## config.mk

```make
export PLATFORM = sky130hd
export DESIGN_NAME = ldre_ram
export DESIGN_NICKNAME = d
export VERILOG_FILES = /design/src/rtl/core/ldre_ram.sv
export SDC_FILE = /design/constraint.sdc
export NUM_CORES = 2
export LEC_CHECK = 0
export BUFFER_PORTS_ARGS = -buffer_cell sky130_fd_sc_hd__buf_2
export CAP_MARGIN = 20
export CORE_MARGIN = 1.5
export CORE_UTILIZATION = 25
export CTS_BUF_LIST = sky130_fd_sc_hd__clkbuf_2 sky130_fd_sc_hd__clkbuf_4 sky130_fd_sc_hd__clkbuf_8
export DETAILED_ROUTE_END_ITERATION = 8
export PLACE_DENSITY = 0.47
export SYNTH_ARGS = -nofsm -noshare
export SYNTH_HDL_FRONTEND = slang
export SYNTH_SLANG_ARGS = --single-unit
```

## constraint.sdc

```tcl
create_clock -name clk -period 4.7 [get_ports clk]
set_input_delay 0.705 -clock clk [delete_from_list [all_inputs] [get_ports clk]]
set_output_delay 0.705 -clock clk [all_outputs]
set_load 0.03 [all_outputs]
```

## src/rtl/core/ldre_ram.sv

```systemverilog
// Generic single-port-write, single-port-read synchronous RAM.
// Read data is registered. No package dependency.
module ldre_ram #(
  parameter int DEPTH = 64,
  parameter int WIDTH = 32,
  parameter int AW    = (DEPTH > 1) ? $clog2(DEPTH) : 1
) (
  input  logic             clk,
  input  logic             wr_en,
  input  logic [AW-1:0]    wr_addr,
  input  logic [WIDTH-1:0] wr_data,
  input  logic             rd_en,
  input  logic [AW-1:0]    rd_addr,
  output logic [WIDTH-1:0] rd_data
);

  logic [WIDTH-1:0] mem [DEPTH];
  logic [WIDTH-1:0] rd_data_r;

  always_ff @(posedge clk) begin
    if (wr_en) begin
      mem[wr_addr] <= wr_data;
    end
    if (rd_en) begin
      rd_data_r <= mem[rd_addr];
    end
  end

  assign rd_data = rd_data_r;

endmodule

```

==> flow_metrics.py <==
metrics = {
    "route": {
        "detail_route.iter0.violations": 3503,
        "vias": 37777,
        "drc": 0,
        "totalWireLength_mm": 230,
        "first_pass_iters": 6,
        "wl_per_cell_um": 28.0,
        "viasPerCell": 4.59,
        "final_antenna_net_count": 0,
    },
    "timing": {
        "unrepaired_setup_endpoints_after_global_routing": "no",
        "timing_hold_violations_final": 0,
        "finalClockSkew_ns": 0.0706,
        "slew_viol_final": 0,
        "period_minus_slack_ns": 3.11,
        "finalHoldWorstSlack_ns": 0.113,
        "fin_tns_setup_ns": 0,
        "final-setup-viol-count": 0,
        "max_clock_freq_mhz": 321,
        "finalCritPeriodShare": 0.662,
        "max_slew_margin": 0.297,
        "tightestPinTransition_ns": 1.05,
    },
    "synth": {
        "synth_nets": 3371,
        "synth.distinct_cells": 33,
        "syn-mean-instance-area_um2": 23.7,
        "synthesis_warnings": 0,
        "yosys-top-cells-count": "edfxtp_1 (2,080), mux4_2 (544), nor2_1 (137)",
        "yosys-top-cells-area": "edfxtp_1 (79%), mux4_2 (16%), mux2i_1 (1.2%)",
        "netlist.area_leader.share": 0.792,
        "synth-edff-count": 2080,
        "synth.largest_area_cell": "edfxtp_1",
        "postSynth.topFlopCell": "edfxtp_1",
        "dominant_cell_by_count_in_the_synthesized_netlist": "edfxtp_1",
        "mappedNetlistArea_mm2": 0.0788,
        "synth_sequential_area_ratio": 0.792,
        "gate_count_post_synth": 3324,
        "ys_async_sr_fraction": 0,
        "postSynthRegisterBits": 2080,
    },
    "pwr": {
        "pwr_density_cell_mw_per_mm2": 411,
        "p_total_uw": 38100,
        "ir_drop_mv": 0.199,
        "p_leak_uw": 0.0285,
    },
    "finish": {
        "number_of_nets_in_the_layout": 3860,
        "fin_util": 0.295,
        "layout_area_overhead_pct": 17.7,
        "fillerInstances": 30576,
        "drive_above_1_share": 0.351,
        "final_cell_area_mm2": 0.0928,
    },
    "flow_run": {
        "maxCapViolCount": 0,
    },
    "clocking": {
        "postCtsSetupBuffers": 0,
        "clock_network_latency_to_the_later_pin_of_the_worst_skew_pair_ns": 1.06,
        "number_of_cts_inserted_buffers": 364,
        "ctsHtreeMaxLevel": 5,
        "hold_buffers": 0,
        "cts_num_sinks": 2080,
        "clk_root_buffer_cell": "clkbuf_8",
        "cts_tree": "yes",
        "cts_buffer_depth": 4,
        "cts_resized": 0,
        "cts.clk_slew.worst_paths_ns": 0.05,
    },
    "global_route": {
        "grt_use_met3": 0.0267,
        "grt_first_pass_wirelength_mm": 318,
        "grt_util_met1": 0.187,
        "grt_antenna_before_repair": 27,
        "globalRouteOverflowTotal": 0,
        "via_count_of_the_first_global_routing_pass": 39683,
        "global_route.peak_usage_layer": "met2",
        "use_met2": 0.244,
        "grt_start_max_net_pins": 73,
        "grtUsageTotal": 0.143,
    },
    "floorplan": {
        "die_height_um": 565,
        "die_x_um": 565,
        "io-pin-count": 79,
        "dieArea_mm2": 0.319,
        "core_footprint_mm2": 0.314,
        "row_cnt": 206,
        "start_util": 0.251,
    },
    "worst_setup_path": {
        "crit_required_ns": 5.44,
        "path_max_fanout": 39,
        "timing.critical_path.slowest_stage_cell": "o22ai_1",
        "worst_setup_path_start_kind": "input port",
        "timing.setup.critical_path_class": "input port to flop",
        "crit_arrival_ns": 3.85,
        "chain_of_cells_forming_the_critical_path": "buf_8, buf_12, buf_12, mux4_2, mux4_2, o22ai_1, nor2_1",
        "timing.critical_path.to_type": "flop",
        "cp_slowest_stage_delay_ns": 0.61,
    },
    "placed_design": {
        "placement.io_buffers": 78,
        "dpl_cell_area_mm2": 0.0862,
        "detailedPlacementHpwl_mm": 130,
        "gp_congestion": 0.757,
    },
    "min_path": {
        "worst_hold_path_type": "input port to flop",
    },
    "status": {
        "run_status": "finished, final reports clean",
    },
}
==> cells by family (layout without fill, tap and decap cells) <==
kind of cell	Yosys count	after routing	share of synthesized area
flops	2080	2080	0.792
mux	637	637	0.167
simple gates	223	223	0.0126
compound gates	202	202	0.0167
buf+inv	182	917	0.0112
other cells	0	8	0
==> layout by cell type, fill, tap and decap left out, types with 8 or more instances in the layout <==
cell      count
a21oi_1      62
a22oi_1      12
a311oi_1      8
buf_12       39
buf_2        74
buf_4       186
clkbuf_4    102
clkbuf_8    370
clkinv_1    103
clkinv_2     26
diode_2       8
edfxtp_1   2080
mux2i_1      93
mux4_2      544
nand2_1      26
nor2_1       75
nor2_4       62
nor2b_1      15
o221ai_1     27
o22ai_1      84
==> registers in the layout, summed over array words and instances (netlist names) <==
signal	flops
rd_data	32
mem	2048
==> routing by layer <==
| metal | routed length [µm] | share of wire | vias to the layer above |
|---|---|---|---|
| li1 | - | - | 15346 |
| met1 | 98100 | 0.43 | 20988 |
| met2 | 115000 | 0.50 | 1150 |
| met3 | 12000 | 0.052 | 285 |
| met4 | 5060 | 0.022 | 8 |
| met5 | 49 | 0.00021 | - |
==> layout make-up <==
class,count,area [µm²],share of cell area
Sequential cell,2080,62500,0.673
Multi-Input combinational cell,1062,16000,0.172
Clock buffer,472,5860,0.0631
Tap cell,4160,5200,0.0561
Timing Repair Buffer,305,2640,0.0285
Clock inverter,140,672,0.00724
Antenna cell,8,20.0,0.000216
==> final timing paths <==
check | startpoint | to | slack [ns] | cells after the start
worst max register to register | mem[23][15] | rd_data[15] | 2.12 | 4
worst min register to register | mem[12][4] | rd_data[4] | 0.81 | 4
worst min-delay path | wr_data[20] | mem[46][20] | 0.11 | 1
worst max-delay path | rd_addr[0] | rd_data[15] | 1.59 | 7
==> report_power, final <==
part | total (µW) | internal, µW | leakage, µW | switching, µW
clock network | 15400 | 8210 | 0.00345 | 7190
logic | 2070 | 744 | 0.00629 | 1320
registers | 20700 | 20600 | 0.0187 | 63.2
==> metrics by stage <==
step / setup slack [ns] / instances
2_1_floorplan: 0.835 / 3324
3_3_place_gp: 0.376 / 7600
3_5_place_dp: 0.381 / 7601
4_1_cts: 1.58 / 8213
5_1_grt: 1.61 / 8221
6_report: 1.59 / 8227
==> critical path: cells and delay by family <==
| kind | cells | cell delay (ns) |
|---|---|---|
| compound gates | 1 | 0.61 |
| buf+inv | 3 | 0.97 |
| mux | 2 | 1.11 |
| simple gates | 1 | 0.24 |
No activity file was read; power rests on OpenSTA's default activity.
