$ cat config.mk
export PLATFORM = sky130hd
export DESIGN_NAME = ldre_div
export DESIGN_NICKNAME = d
export VERILOG_FILES = /design/src/rtl/core/ldre_pkg.sv /design/src/rtl/core/ldre_div.sv
export SDC_FILE = /design/constraint.sdc
export NUM_CORES = 1
export LEC_CHECK = 0
export ABC_CLOCK_PERIOD_IN_PS = 2600
export BUFFER_PORTS_ARGS = -buffer_cell sky130_fd_sc_hd__buf_4
export CAP_MARGIN = 40
export CELL_PAD_IN_SITES_DETAIL_PLACEMENT = 1
export CELL_PAD_IN_SITES_GLOBAL_PLACEMENT = 1
export CORE_UTILIZATION = 44
export CTS_CLUSTER_DIAMETER = 50
export CTS_CLUSTER_SIZE = 12
export DETAILED_ROUTE_END_ITERATION = 8
export HOLD_SLACK_MARGIN = 0.12
export PLACE_DENSITY_LB_ADDON = 0.25
export SETUP_SLACK_MARGIN = 0.2
export SLEW_MARGIN = 15
export SYNTH_ARGS = -nofsm -noshare
export SYNTH_HDL_FRONTEND = slang
export SYNTH_SLANG_ARGS = --single-unit
$ cat constraint.sdc
create_clock -name clk -period 2.6 [get_ports clk]
set_input_delay 0 -clock clk [delete_from_list [all_inputs] [get_ports clk]]
set_output_delay 0 -clock clk [all_outputs]
set_load 0.1 [all_outputs]
$ cat src/rtl/core/ldre_pkg.sv
// Shared types and constants for the link delivery ratio estimator.
// Used by every module under rtl/core but ldre_ram; depends on nothing.
package ldre_pkg;

  localparam int MAX_PEERS   = 64;
  localparam int PEER_AW     = (MAX_PEERS > 1) ? $clog2(MAX_PEERS) : 1;
  localparam int SUM_W       = 10;
  localparam int RATIO_W     = 16;
  localparam int DIV_CW      = $clog2(RATIO_W + 1);
  localparam int GAP_LIMIT   = 200;
  localparam int HALVE_ABOVE = 400;
  localparam logic [RATIO_W-1:0] RATIO_MAX = {RATIO_W{1'b1}};

  localparam logic KIND_BEACON = 1'b0;
  localparam logic KIND_DATA   = 1'b1;

  typedef struct packed {
    logic        kind;
    logic [5:0]  source_index;
    logic [31:0] sequence_req;
    logic [31:0] arrival_time;
  } in_item_t;

  typedef struct packed {
    logic [5:0]         peer_index;
    logic               ratio_updated;
    logic [RATIO_W-1:0] delivery_ratio;
    logic [31:0]        beacon_total;
    logic [31:0]        data_total;
  } out_item_t;

  // One word of per-peer state as it is kept in the state memory.
  typedef struct packed {
    logic [31:0]        heard_time;
    logic [RATIO_W-1:0] ratio_store;
    logic [31:0]        prev_sequence;
    logic [SUM_W-1:0]   expected_sum;
    logic [SUM_W-1:0]   received_sum;
    logic [31:0]        beacon_count;
  } peer_entry_t;

  localparam int ENTRY_W = $bits(peer_entry_t);

  typedef struct packed {
    logic               done;
    logic [RATIO_W-1:0] quotient;
  } div_res_t;

  typedef enum logic [3:0] {
    ST_IDLE = 4'b0001,
    ST_READ = 4'b0010,
    ST_DIV  = 4'b0100,
    ST_FIN  = 4'b1000
  } state_t;

endpackage

$ cat src/rtl/core/ldre_div.sv
// Iterative restoring divider producing received/expected as unsigned Q0.16.
// Depends on ldre_pkg. One quotient bit per cycle.
module ldre_div (
  input  logic                          clk,
  input  logic                          rst_n,
  input  logic                          start,
  input  logic [ldre_pkg::SUM_W-1:0]    num,
  input  logic [ldre_pkg::SUM_W-1:0]    den,
  output ldre_pkg::div_res_t            res
);

  logic                           busy_r;
  logic                           done_r;
  logic [ldre_pkg::DIV_CW-1:0]    cnt_r;
  logic [ldre_pkg::SUM_W-1:0]     rem_r;
  logic [ldre_pkg::SUM_W-1:0]     den_r;
  logic [ldre_pkg::RATIO_W-1:0]   quot_r;

  logic [ldre_pkg::SUM_W:0]       shifted;
  logic                           ge;
  logic [ldre_pkg::SUM_W:0]       diff;

  assign shifted = {rem_r, 1'b0};
  assign ge      = shifted >= {1'b0, den_r};
  assign diff    = shifted - {1'b0, den_r};

  always_ff @(posedge clk) begin
    if (!rst_n) begin
      busy_r <= 1'b0;
      done_r <= 1'b0;
      cnt_r  <= '0;
    end else if (start) begin
      // A numerator that is not below the divisor gives a ratio of one or
      // more, which saturates.
      if (num >= den) begin
        busy_r <= 1'b0;
        done_r <= 1'b1;
      end else begin
        busy_r <= 1'b1;
        done_r <= 1'b0;
      end
      cnt_r <= ldre_pkg::DIV_CW'(ldre_pkg::RATIO_W);
    end else if (busy_r) begin
      cnt_r <= cnt_r - 1'b1;
      if (cnt_r == ldre_pkg::DIV_CW'(1)) begin
        busy_r <= 1'b0;
        done_r <= 1'b1;
      end
    end else begin
      done_r <= 1'b0;
    end
  end

  always_ff @(posedge clk) begin
    if (start) begin
      den_r  <= den;
      rem_r  <= num;
      quot_r <= (num >= den) ? ldre_pkg::RATIO_MAX : '0;
    end else if (busy_r) begin
      rem_r  <= ge ? diff[ldre_pkg::SUM_W-1:0] : shifted[ldre_pkg::SUM_W-1:0];
      quot_r <= {quot_r[ldre_pkg::RATIO_W-2:0], ge};
    end
  end

  assign res.done     = done_r;
  assign res.quotient = quot_r;

endmodule

==> results of run 1 <==
-- power by group through the flow --
stage,Combinational [W],Clock (W),Sequential [W]
after CTS,0.000881,0.000416,0.000905
after floorplan,0.000431,0,0.00113
after detailed placement,0.000844,0,0.000919
after global routing,0.00106,0.000447,0.000923
after global placement,0.000819,0,0.000917
final,0.000993,0.000416,0.000916
-- layer usage --
layer | up-vias | wire length [um] | GRT usage, %
li1 | 972 | - | -
met1 | 1047 | 3089 | 31.36
met2 | 66 | 4099 | 46.85
met3 | 16 | 332 | 5.509
met4 | 0 | 150 | 9.423
met5 | - | 0 | 0
-- logic make-up (layout without fill, tap and decap cells) --
kind of cell	Yosys count	in the layout	synth area share (%)
multiplexers	7	7	2.914
XOR/XNOR	9	9	3.221
adder cells (fa/ha/maj)	23	23	12.07
AND/OR/NAND/NOR	82	82	14.57
buffers and inverters	31	102	5.266
flip-flops	43	43	49.90
AO/OA/AOI/OAI	44	44	12.07
-- flip-flops by register name, indices dropped and copies added (netlist names) --
name,count
den_r,10
done_r,1
quot_r,16
busy_r,1
cnt_r,5
rem_r,10
-- layout by cell type (no fill, tap or decap), drive strengths merged, types with 5 or more instances in the layout --
cell type and instances:
ha 22, inv 25, nand2 19, nor2 44, dfxtp 7, nor3 5, clkbuf 6, dlygate4sd3 22
mux2i 6, buf 47, o21ai 13, edfxtp 36, a21oi 9, xnor2 6
-- path summary, 6_finish.rpt --
kind / startpoint / endpoint / slack (ns) / depth (start not counted)
worst min-delay path: den[8] / den_r[8] / 0.43 / 2
worst max register to register: rem_r[0] / rem_r[6] / 0.17 / 8
worst max-delay path: rem_r[0] / rem_r[6] / 0.17 / 8
worst min register to register: cnt_r[1] / cnt_r[1] / 0.50 / 2
-- critical path, delay by kind of cell, from the launching register on --
kind                     cells  cell delay (ns)
AO/OA/AOI/OAI                4             0.62
adder cells (fa/ha/maj)      1             0.49
buffers and inverters        1             0.19
flip-flops                   1             0.47
AND/OR/NAND/NOR              2             0.51
-- through the flow --
stage / hold WS, ns / cell area, um2 / utilization, % / power [W]
2_1_floorplan: 0.09887 / 2447 / - / 0.001558
3_3_place_gp: 0.1891 / 2830 / 54.04 / 0.001736
3_5_place_dp: 0.1908 / 2830 / 54.04 / 0.001763
4_1_cts: 0.4287 / 3138 / 59.91 / 0.002201
5_1_grt: 0.4224 / 3228 / 61.63 / 0.002431
6_report: 0.4281 / 3228 / 61.63 / 0.002325
-- final cells by class --
type | instances | share of cell area, %
flip-flops and latches | 43 | 37.83
clock inverters | 2 | 0.2326
inverters | 25 | 2.907
multi-input cells | 165 | 36.09
clock buffers | 6 | 2.248
repair buffers | 69 | 17.98
well taps | 70 | 2.713
-- what timing repair did --
item | 4_1_cts | 5_1_grt
hold endpoints to repair | 28 | 0
buffers inserted | 1 | 2
setup endpoints to repair | 6 | 8
hold buffers | 22 | 0
gates cloned | 0 | 0
pin swaps | 0 | 3
gates resized for setup | 0 | 16
==> flow_metrics.tcl, run 1 <==
set metrics [dict create \
    fillerInstances 587 \
    synthFlopType "sky130_fd_sc_hd__edfxtp_1" \
    placement.setup.worst_slack_ns 0.1723 \
    total_leakage_power_nw 1.381 \
    timing.critical_path.from_type "register" \
    via_count 2101 \
    crit_path_max_incr_delay_ns 0.49 \
    max_clock_freq_ghz 0.4122 \
    grt_first_pass_wirelength_mm 11.81 \
    first_global_vias 2314 \
    final_max_slew_viol_count 0 \
    buffer_ports.inserted 39 \
    die-area_um2 5865 \
    timing.critical_path.arrival_ns 2.57 \
    yosys-top-cells-count "44 x sky130_fd_sc_hd__nor2_1, 36 x sky130_fd_sc_hd__edfxtp_1, 24 x sky130_fd_sc_hd__inv_1" \
    min_period_ns 2.426 \
    fin_crit_sh_pct 93.31 \
    gpl.final_weighted_congestion 0.7778 \
    place.detailed.instances 347 \
    initial_utilization_pct 46.73 \
    clockBufferDepth 2 \
    drc 0 \
    fp.dieH_um 76.58 \
    worst_slew_pin_slew_ns 0.4574 \
    library_cell_contributing_the_largest_single_delay_on_the_critical_path "sky130_fd_sc_hd__fa_1" \
    finalWirelength_mm 7.672 \
    postSynthRegisterBits 43 \
    vias_per_cell 5.529 \
    critPathKind "reg -> reg" \
    setup_slack_ns 0.1740 \
    num-nets-final 355 \
    path_type_of_the_worst_min_delay_path "in -> reg" \
    setup_viol_count_final 0 \
    area_delta_synth_final_pct 31.90 \
    totalNegativeSetupSlack_ns 0 \
    critical_path_required_ns 2.74 \
    wire_per_inst_um 20.19 \
    ctsHtreeMaxLevel 2 \
    worst_skew_pair.late_latency_ns 0.30 \
    netlist_area_um2 2447 \
    synthCells 239 \
    synth-async-reset-ratio_pct 0 \
    fp.dieW_um 76.58 \
    switching_fraction_pct 39.46 \
    yosysUniqueCellTypes 43 \
    synth_seq_area_share_pct 49.90 \
    cp_cell_sequence "buf_4, fa_1, nand3_2, a21boi_1, o21a_1, o21ai_1, or3b_1, a31oi_1" \
    synthesis.nets 285 \
    grt_remaining_overflow 0 \
    cts_made_buffers 5 \
    ys_top_cells_by_area "sky130_fd_sc_hd__edfxtp_1 44%, sky130_fd_sc_hd__ha_1 11%, sky130_fd_sc_hd__nor2_1 6.7%, sky130_fd_sc_hd__dfxtp_1 5.7%, sky130_fd_sc_hd__inv_1 3.7%" \
    layoutNonFillerInstCount 380 \
    post-synth-top-count-cell "sky130_fd_sc_hd__nor2_1" \
    initialDrtViolationCount 140 \
    pwr_density_cell_nw_per_um2 720.2 \
    hpwl_after_detailed_placement_mm 4.223 \
    worst-path-max-fanout 3 \
    outcome "finished, final reports clean" \
    post_synth_edffs 36 \
    timing.clock.skew_ns 0.01215 \
    floorplan.core_area_um2 5238 \
    synth_area_leader_cell "sky130_fd_sc_hd__edfxtp_1" \
    number_of_antenna_violations_at_the_first_check_in_global_routing 0 \
    layout.area.seq_um2 1221 \
    cts_sinks 43 \
    rows 26 \
    peakVddDrop_uv 430.9 \
    grt_setup_unrepaired "yes" \
    hold_viol 0 \
    netSwitchingPower_w 0.0009172 \
    power.share.combinational_pct 42.7 \
    yosysWarnings 0 \
    syn-mean-instance-area_um2 10.24 \
    crit_path_end_kind "register" \
    synth_top_area_share_pct 44.17 \
    grt_max_degree 43 \
    seq_power_share_pct 39.4 \
    max_cap_viol_count 0 \
    power_frac_clock_pct 17.9 \
    drive_above_1_share_pct 21.61 \
    ant_nets 0 \
    area_taken_by_multi_input_logic_gates_um2 1165 \
    tritoncts "built" \
    cts_root_buf "sky130_fd_sc_hd__clkbuf_8" \
    io_count 40 \
    total_grt_usage_pct 26.39 \
    diodes 0 \
    path_clk_slew_ns 0.09 \
    cellInternalPower_w 0.001407 \
    maxSlewHeadroom_pct 69.51 \
    firstDrtPassIters 4 \
]
No activity file was read; power rests on OpenSTA's default activity.
==> inputs of run 2 (changes only) <==
--- a/config.mk
+++ b/config.mk
@@ -10,12 +10,13 @@
 export CAP_MARGIN = 40
 export CELL_PAD_IN_SITES_DETAIL_PLACEMENT = 1
 export CELL_PAD_IN_SITES_GLOBAL_PLACEMENT = 1
-export CORE_UTILIZATION = 44
+export CORE_UTILIZATION = 45
+export CTS_BUF_LIST = sky130_fd_sc_hd__clkbuf_4
 export CTS_CLUSTER_DIAMETER = 50
 export CTS_CLUSTER_SIZE = 12
 export DETAILED_ROUTE_END_ITERATION = 8
 export HOLD_SLACK_MARGIN = 0.12
-export PLACE_DENSITY_LB_ADDON = 0.25
+export PLACE_DENSITY_LB_ADDON = 0.2
 export SETUP_SLACK_MARGIN = 0.2
 export SLEW_MARGIN = 15
 export SYNTH_ARGS = -nofsm -noshare
==> run 2 against run 1 <==
Net effect: global-route usage fell by 1.9 points; sequential power down 0.8%; combinational power down 5.7%; clock skew up 0.0028 ns; maximum frequency is 4.6% higher; design area down 0.85%; worst hold slack worse by 0.053 ns; die area fell by 2.2%; worst setup slack better by 0.11 ns; sequential share of layout area rose by 0.33 points; largest cell class unchanged; largest power group unchanged.
==> flow_metrics.tcl, run 2 (synthesis gave the netlist of run 1 again) <==
set metrics [dict create \
    setup_viol_count_final 0 \
    path_clk_slew_ns 0.14 \
    outcome "finished, final reports clean" \
    path_type_of_the_worst_min_delay_path "in -> reg" \
    max_cap_viol_count 0 \
    fp.dieH_um 75.75 \
    finalWirelength_mm 6.538 \
    cp_cell_sequence "ha_1, nor2b_1, o31a_1, o21a_1, o31ai_4, buf_6, mux2i_1, o21ai_1" \
    buffer_ports.inserted 39 \
    final_cell_mix "44 x sky130_fd_sc_hd__nor2_1, 44 x sky130_fd_sc_hd__buf_4, 36 x sky130_fd_sc_hd__edfxtp_1" \
    initial_utilization_pct 47.31 \
    reg_top3 "quot_r (16), den_r (10), rem_r (10)" \
    num-nets-final 354 \
    worst-path-max-fanout 5 \
    max_clock_freq_ghz 0.4312 \
    total_grt_usage_pct 24.46 \
    number_of_antenna_violations_at_the_first_check_in_global_routing 0 \
    timing.critical_path.arrival_ns 2.42 \
    clockBufferDepth 2 \
    grt_setup_unrepaired "yes" \
    fp.dieW_um 75.75 \
    gpl.final_weighted_congestion 0.7959 \
    ctsHtreeMaxLevel 2 \
    final_max_slew_viol_count 0 \
    layoutNonFillerInstCount 380 \
    library_cell_contributing_the_largest_single_delay_on_the_critical_path "sky130_fd_sc_hd__edfxtp_1" \
    hold_viol 0 \
    drive_above_1_share_pct 22.01 \
    cts_root_buf "sky130_fd_sc_hd__clkbuf_4" \
    grt_first_pass_wirelength_mm 10.14 \
    min_period_ns 2.319 \
    fin_crit_sh_pct 89.20 \
    area_delta_synth_final_pct 30.78 \
    place.detailed.instances 347 \
    critPathKind "reg -> reg" \
    postLayoutCoreUtil_pct 61.88 \
    totalNegativeSetupSlack_ns 0 \
    ant_nets 0 \
    timing.critical_path.from_type "register" \
    worst_skew_pair.late_latency_ns 0.35 \
    timing.clock.skew_ns 0.01496 \
    fin_total_pwr_w 0.002274 \
    drc 0 \
    cts_made_buffers 5 \
    initialDrtViolationCount 73 \
    first_global_vias 2067 \
    regMostFlops "quot_r" \
    grt_remaining_overflow 0 \
    rows 26 \
    critical_path_required_ns 2.70 \
    via_count 2002 \
    wire_per_inst_um 17.21 \
    crit_family "compound AO/OA/AOI/OAI gates" \
    io_count 40 \
    peakVddDrop_uv 399.9 \
    total_leakage_power_nw 1.379 \
    firstDrtPassIters 4 \
    floorplan.core_area_um2 5172 \
    crit_path_end_kind "register" \
    grt_max_degree 43 \
    worst_slew_pin_slew_ns 0.4502 \
    critical_path.n_buffers_inverters 1 \
    maxSlewHeadroom_pct 69.99 \
    cts_sinks 43 \
    hpwl_after_detailed_placement_mm 4.149 \
    tritoncts "built" \
    pwr_density_cell_nw_per_um2 710.5 \
    largest_register_ffs 16 \
    die-area_um2 5737 \
    crit_path_max_incr_delay_ns 0.42 \
    vias_per_cell 5.268 \
]
## run 2: worst paths after layout
path	start	endpoint	slack (ns)	cells past startpoint
worst max-delay path	rem_r[0]	rem_r[4]	0.28	8
worst min-delay path	den[9]	den_r[9]	0.38	2
worst max register to register	rem_r[0]	rem_r[4]	0.28	8
worst min register to register	cnt_r[1]	cnt_r[1]	0.51	2
## run 2: routing by layer
metal	GRT usage (%)	vias to the layer above	share of wire, %
met3	5.952	10	3.9
met4	7.819	0	1.4
met1	30.42	983	42
met5	0	-	0
li1	-	969	-
met2	41.79	40	53
## run 2: layout make-up
| cell class | instances | area, um2 |
|---|---|---|
| Sequential cell | 43 | 1221 |
| Clock buffer | 5 | 37.54 |
| Multi-Input combinational cell | 165 | 1146 |
| Inverter | 25 | 93.84 |
| Fill cell | 560 | 1972 |
| Tap cell | 70 | 87.58 |
| Clock inverter | 3 | 38.79 |
| Antenna cell | 1 | 2.502 |
| Timing Repair Buffer | 68 | 573.1 |
## run 2: metrics by stage
step	hold WS, ns	area (um2)	setup slack (ns)
CTS	0.3643	3134	0.2026
finish	0.3753	3201	0.2808
global route	0.3674	3198	0.1651
detailed placement	0.1916	2830	0.1703
global placement	0.1892	2830	0.2535
floorplan	0.09887	2447	0.2858
## run 2: power breakdown
group	switching (W)	internal [W]	total, W	leakage [nW]
Clock	0.000231	0.000198	0.000429	0.0426
Combinational	0.000586	0.000350	0.000936	0.924
Sequential	0.0000542	0.000855	0.000909	0.413
## run 2: what timing repair did
action / in CTS / in global routing
buffers inserted: 1 / 1
setup endpoints to repair: 6 / 8
hold buffers: 22 / 0
endpoints found under the hold margin: 28 / 0
pin swaps: 0 / 3
gates resized for setup: 0 / 13
==> inputs of run 3 (changes only) <==
--- a/config.mk
+++ b/config.mk
@@ -10,8 +10,7 @@
 export CAP_MARGIN = 40
 export CELL_PAD_IN_SITES_DETAIL_PLACEMENT = 1
 export CELL_PAD_IN_SITES_GLOBAL_PLACEMENT = 1
-export CORE_UTILIZATION = 45
-export CTS_BUF_LIST = sky130_fd_sc_hd__clkbuf_4
+export CORE_UTILIZATION = 44
 export CTS_CLUSTER_DIAMETER = 50
 export CTS_CLUSTER_SIZE = 12
 export DETAILED_ROUTE_END_ITERATION = 8
==> run 3 against run 2 <==
Net effect: global-route usage decreased by 0.21 points; count of clock-buffer cells in the layout unchanged; critical path depth stayed put; design area rose by 2.8%; sequential power grew 0.6%; via count grew 0.95%; critical endpoint unchanged; largest power group unchanged.
==> flow_metrics.tcl, run 3 (synthesis gave the netlist of run 1 again) <==
set metrics [dict create \
    outcome "finished, final reports clean" \
    area_delta_synth_final_pct 34.41 \
    reg2reg_setup_slack_ns 0.28 \
    diodes 0 \
    whs_endpoint "den_r[5]" \
    place_area_um2 2830 \
    crit-reg2reg-launch "rem_r[0]" \
    totalNegativeSetupSlack_ns 0 \
    cts_root_buf "sky130_fd_sc_hd__clkbuf_8" \
    area_taken_by_multi_input_logic_gates_um2 1191 \
    hold_viol 0 \
    final_max_slew_viol_count 0 \
    largest_register_ffs 16 \
    final_cell_area_um2 3289 \
    floorplan.core_area_um2 5238 \
    fp.dieH_um 76.58 \
    layout.area.seq_um2 1221 \
    number_of_antenna_violations_at_the_first_check_in_global_routing 0 \
    finalWirelength_mm 6.675 \
    drive_above_1_share_pct 22.83 \
    cts_made_buffers 5 \
    crit_path_end_kind "register" \
    max_cap_viol_count 0 \
    grt_remaining_overflow 0 \
    min_from "den[5]" \
    total_grt_usage_pct 24.25 \
    die-area_um2 5865 \
    clockBufferDepth 2 \
    route.met2.wl_mm 3.516 \
    timing.rr.end "rem_r[4]" \
    timing.critical_path.from_type "register" \
    worst_slew_pin_slew_ns 0.4695 \
    num-nets-final 356 \
    timing.critical_path.arrival_ns 2.35 \
    firstDrtPassIters 4 \
    vias_per_cell 5.304 \
    ctsHtreeMaxLevel 2 \
    io_count 40 \
    setup_viol_count_final 0 \
    fp.dieW_um 76.58 \
    postLayoutCoreUtil_pct 62.80 \
    critical_path.startpoint "rem_r[0]" \
    buffer_ports.inserted 39 \
    met3RoutedLength_um 211 \
    rows 26 \
    min_period_ns 2.316 \
    initialDrtViolationCount 99 \
    grt_setup_unrepaired "no" \
    routedLengthMet1_mm 2.828 \
    path_clk_slew_ns 0.10 \
    fin_crit_sh_pct 89.08 \
    hpwl_after_detailed_placement_mm 3.862 \
    total_leakage_power_nw 1.410 \
    r2r.worst_path.cells 8 \
    grt_max_degree 43 \
    regMostFlops "quot_r" \
    tritoncts "built" \
    via_count 2021 \
    worst-path-max-fanout 5 \
    first_global_vias 2203 \
    reg_top3 "quot_r (16), den_r (10), rem_r (10)" \
    gpl.final_weighted_congestion 0.7768 \
    path_type_of_the_worst_min_delay_path "in -> reg" \
    drc 0 \
    max_clock_freq_ghz 0.4318 \
    peakVddDrop_uv 455.6 \
    final_cell_mix "47 x sky130_fd_sc_hd__buf_4, 44 x sky130_fd_sc_hd__nor2_1, 36 x sky130_fd_sc_hd__edfxtp_1" \
    grt_first_pass_wirelength_mm 10.94 \
    dr.max_layer_used "met4" \
    critical_path_required_ns 2.64 \
    fin_total_pwr_w 0.002427 \
    fillerInstances 567 \
    ant_nets 0 \
    initial_utilization_pct 46.73 \
    worst_skew_pair.late_latency_ns 0.30 \
    timing.clock.skew_ns 0.01124 \
    critPathKind "reg -> reg" \
    worstHoldPathCells 2 \
    wire_per_inst_um 17.52 \
    cts_sinks 43 \
    mostFrequentLayoutCell "sky130_fd_sc_hd__buf_4" \
    pwr_density_cell_nw_per_um2 737.9 \
    maxSlewHeadroom_pct 68.70 \
]
## run 3: per-layer routing
| metal | global-route usage [%] | vias to the layer above |
|---|---|---|
| met4 | 6.538 | 0 |
| met3 | 4.192 | 13 |
| li1 | - | 973 |
| met2 | 44.95 | 37 |
| met5 | 0 | - |
| met1 | 28.56 | 998 |
## run 3: timing repair
| item | 4_1_cts | 5_1_grt |
|---|---|---|
| hold endpoints to repair | 28 | 0 |
| hold buffers | 22 | 0 |
| pin swaps | 0 | 5 |
| setup buffers | 1 | 3 |
| resized for setup | 0 | 17 |
| setup endpoints to repair | 6 | 8 |
## run 3: metrics by stage
stage          hold WS (ns)  worst slack, ns  std cells
2_1_floorplan       0.09887           0.2858        239
3_3_place_gp         0.1879           0.2472        347
3_5_place_dp         0.1896           0.1369        347
4_1_cts              0.4145           0.2043        378
5_1_grt              0.4278           0.1856        381
6_report             0.4263           0.2839        381
## run 3: final cells by class
cell class                 count  share of cell area (%)
multi-input combinational    165                   36.21
tap                           70                   2.663
sequential                    43                   37.12
inverter                      25                   2.853
clock inverter                 3                   1.293
timing repair buffer          70                   17.76
clock buffer                   5                   2.092
## run 3: where the power goes
group / switching (W) / leakage (nW) / internal, W
combinational: 0.000596 / 0.941 / 0.000374
clock: 0.000256 / 0.0562 / 0.000287
sequential: 0.0000594 / 0.413 / 0.000855
total: 0.000911 / 1.41 / 0.00152
## run 3: how the worst max path moves through the flow
stage               endpoint  slack [ns]  cells past startpoint
global placement    rem_r[1]        0.25                      8
detailed placement  rem_r[3]        0.14                      8
global route        rem_r[6]        0.19                      8
CTS                 rem_r[3]        0.20                      8
floorplan           rem_r[2]        0.29                      8
finish              rem_r[4]        0.28                      8
## run 3: critical path, stage by stage, from the launching register on
cell                       delay, ns
sky130_fd_sc_hd__edfxtp_1       0.46
sky130_fd_sc_hd__ha_4           0.25
sky130_fd_sc_hd__nor2b_4        0.13
sky130_fd_sc_hd__o31a_1         0.29
sky130_fd_sc_hd__o21a_1         0.22
sky130_fd_sc_hd__o31ai_4        0.21
sky130_fd_sc_hd__buf_6          0.17
sky130_fd_sc_hd__mux2i_1        0.21
sky130_fd_sc_hd__o21ai_1        0.11
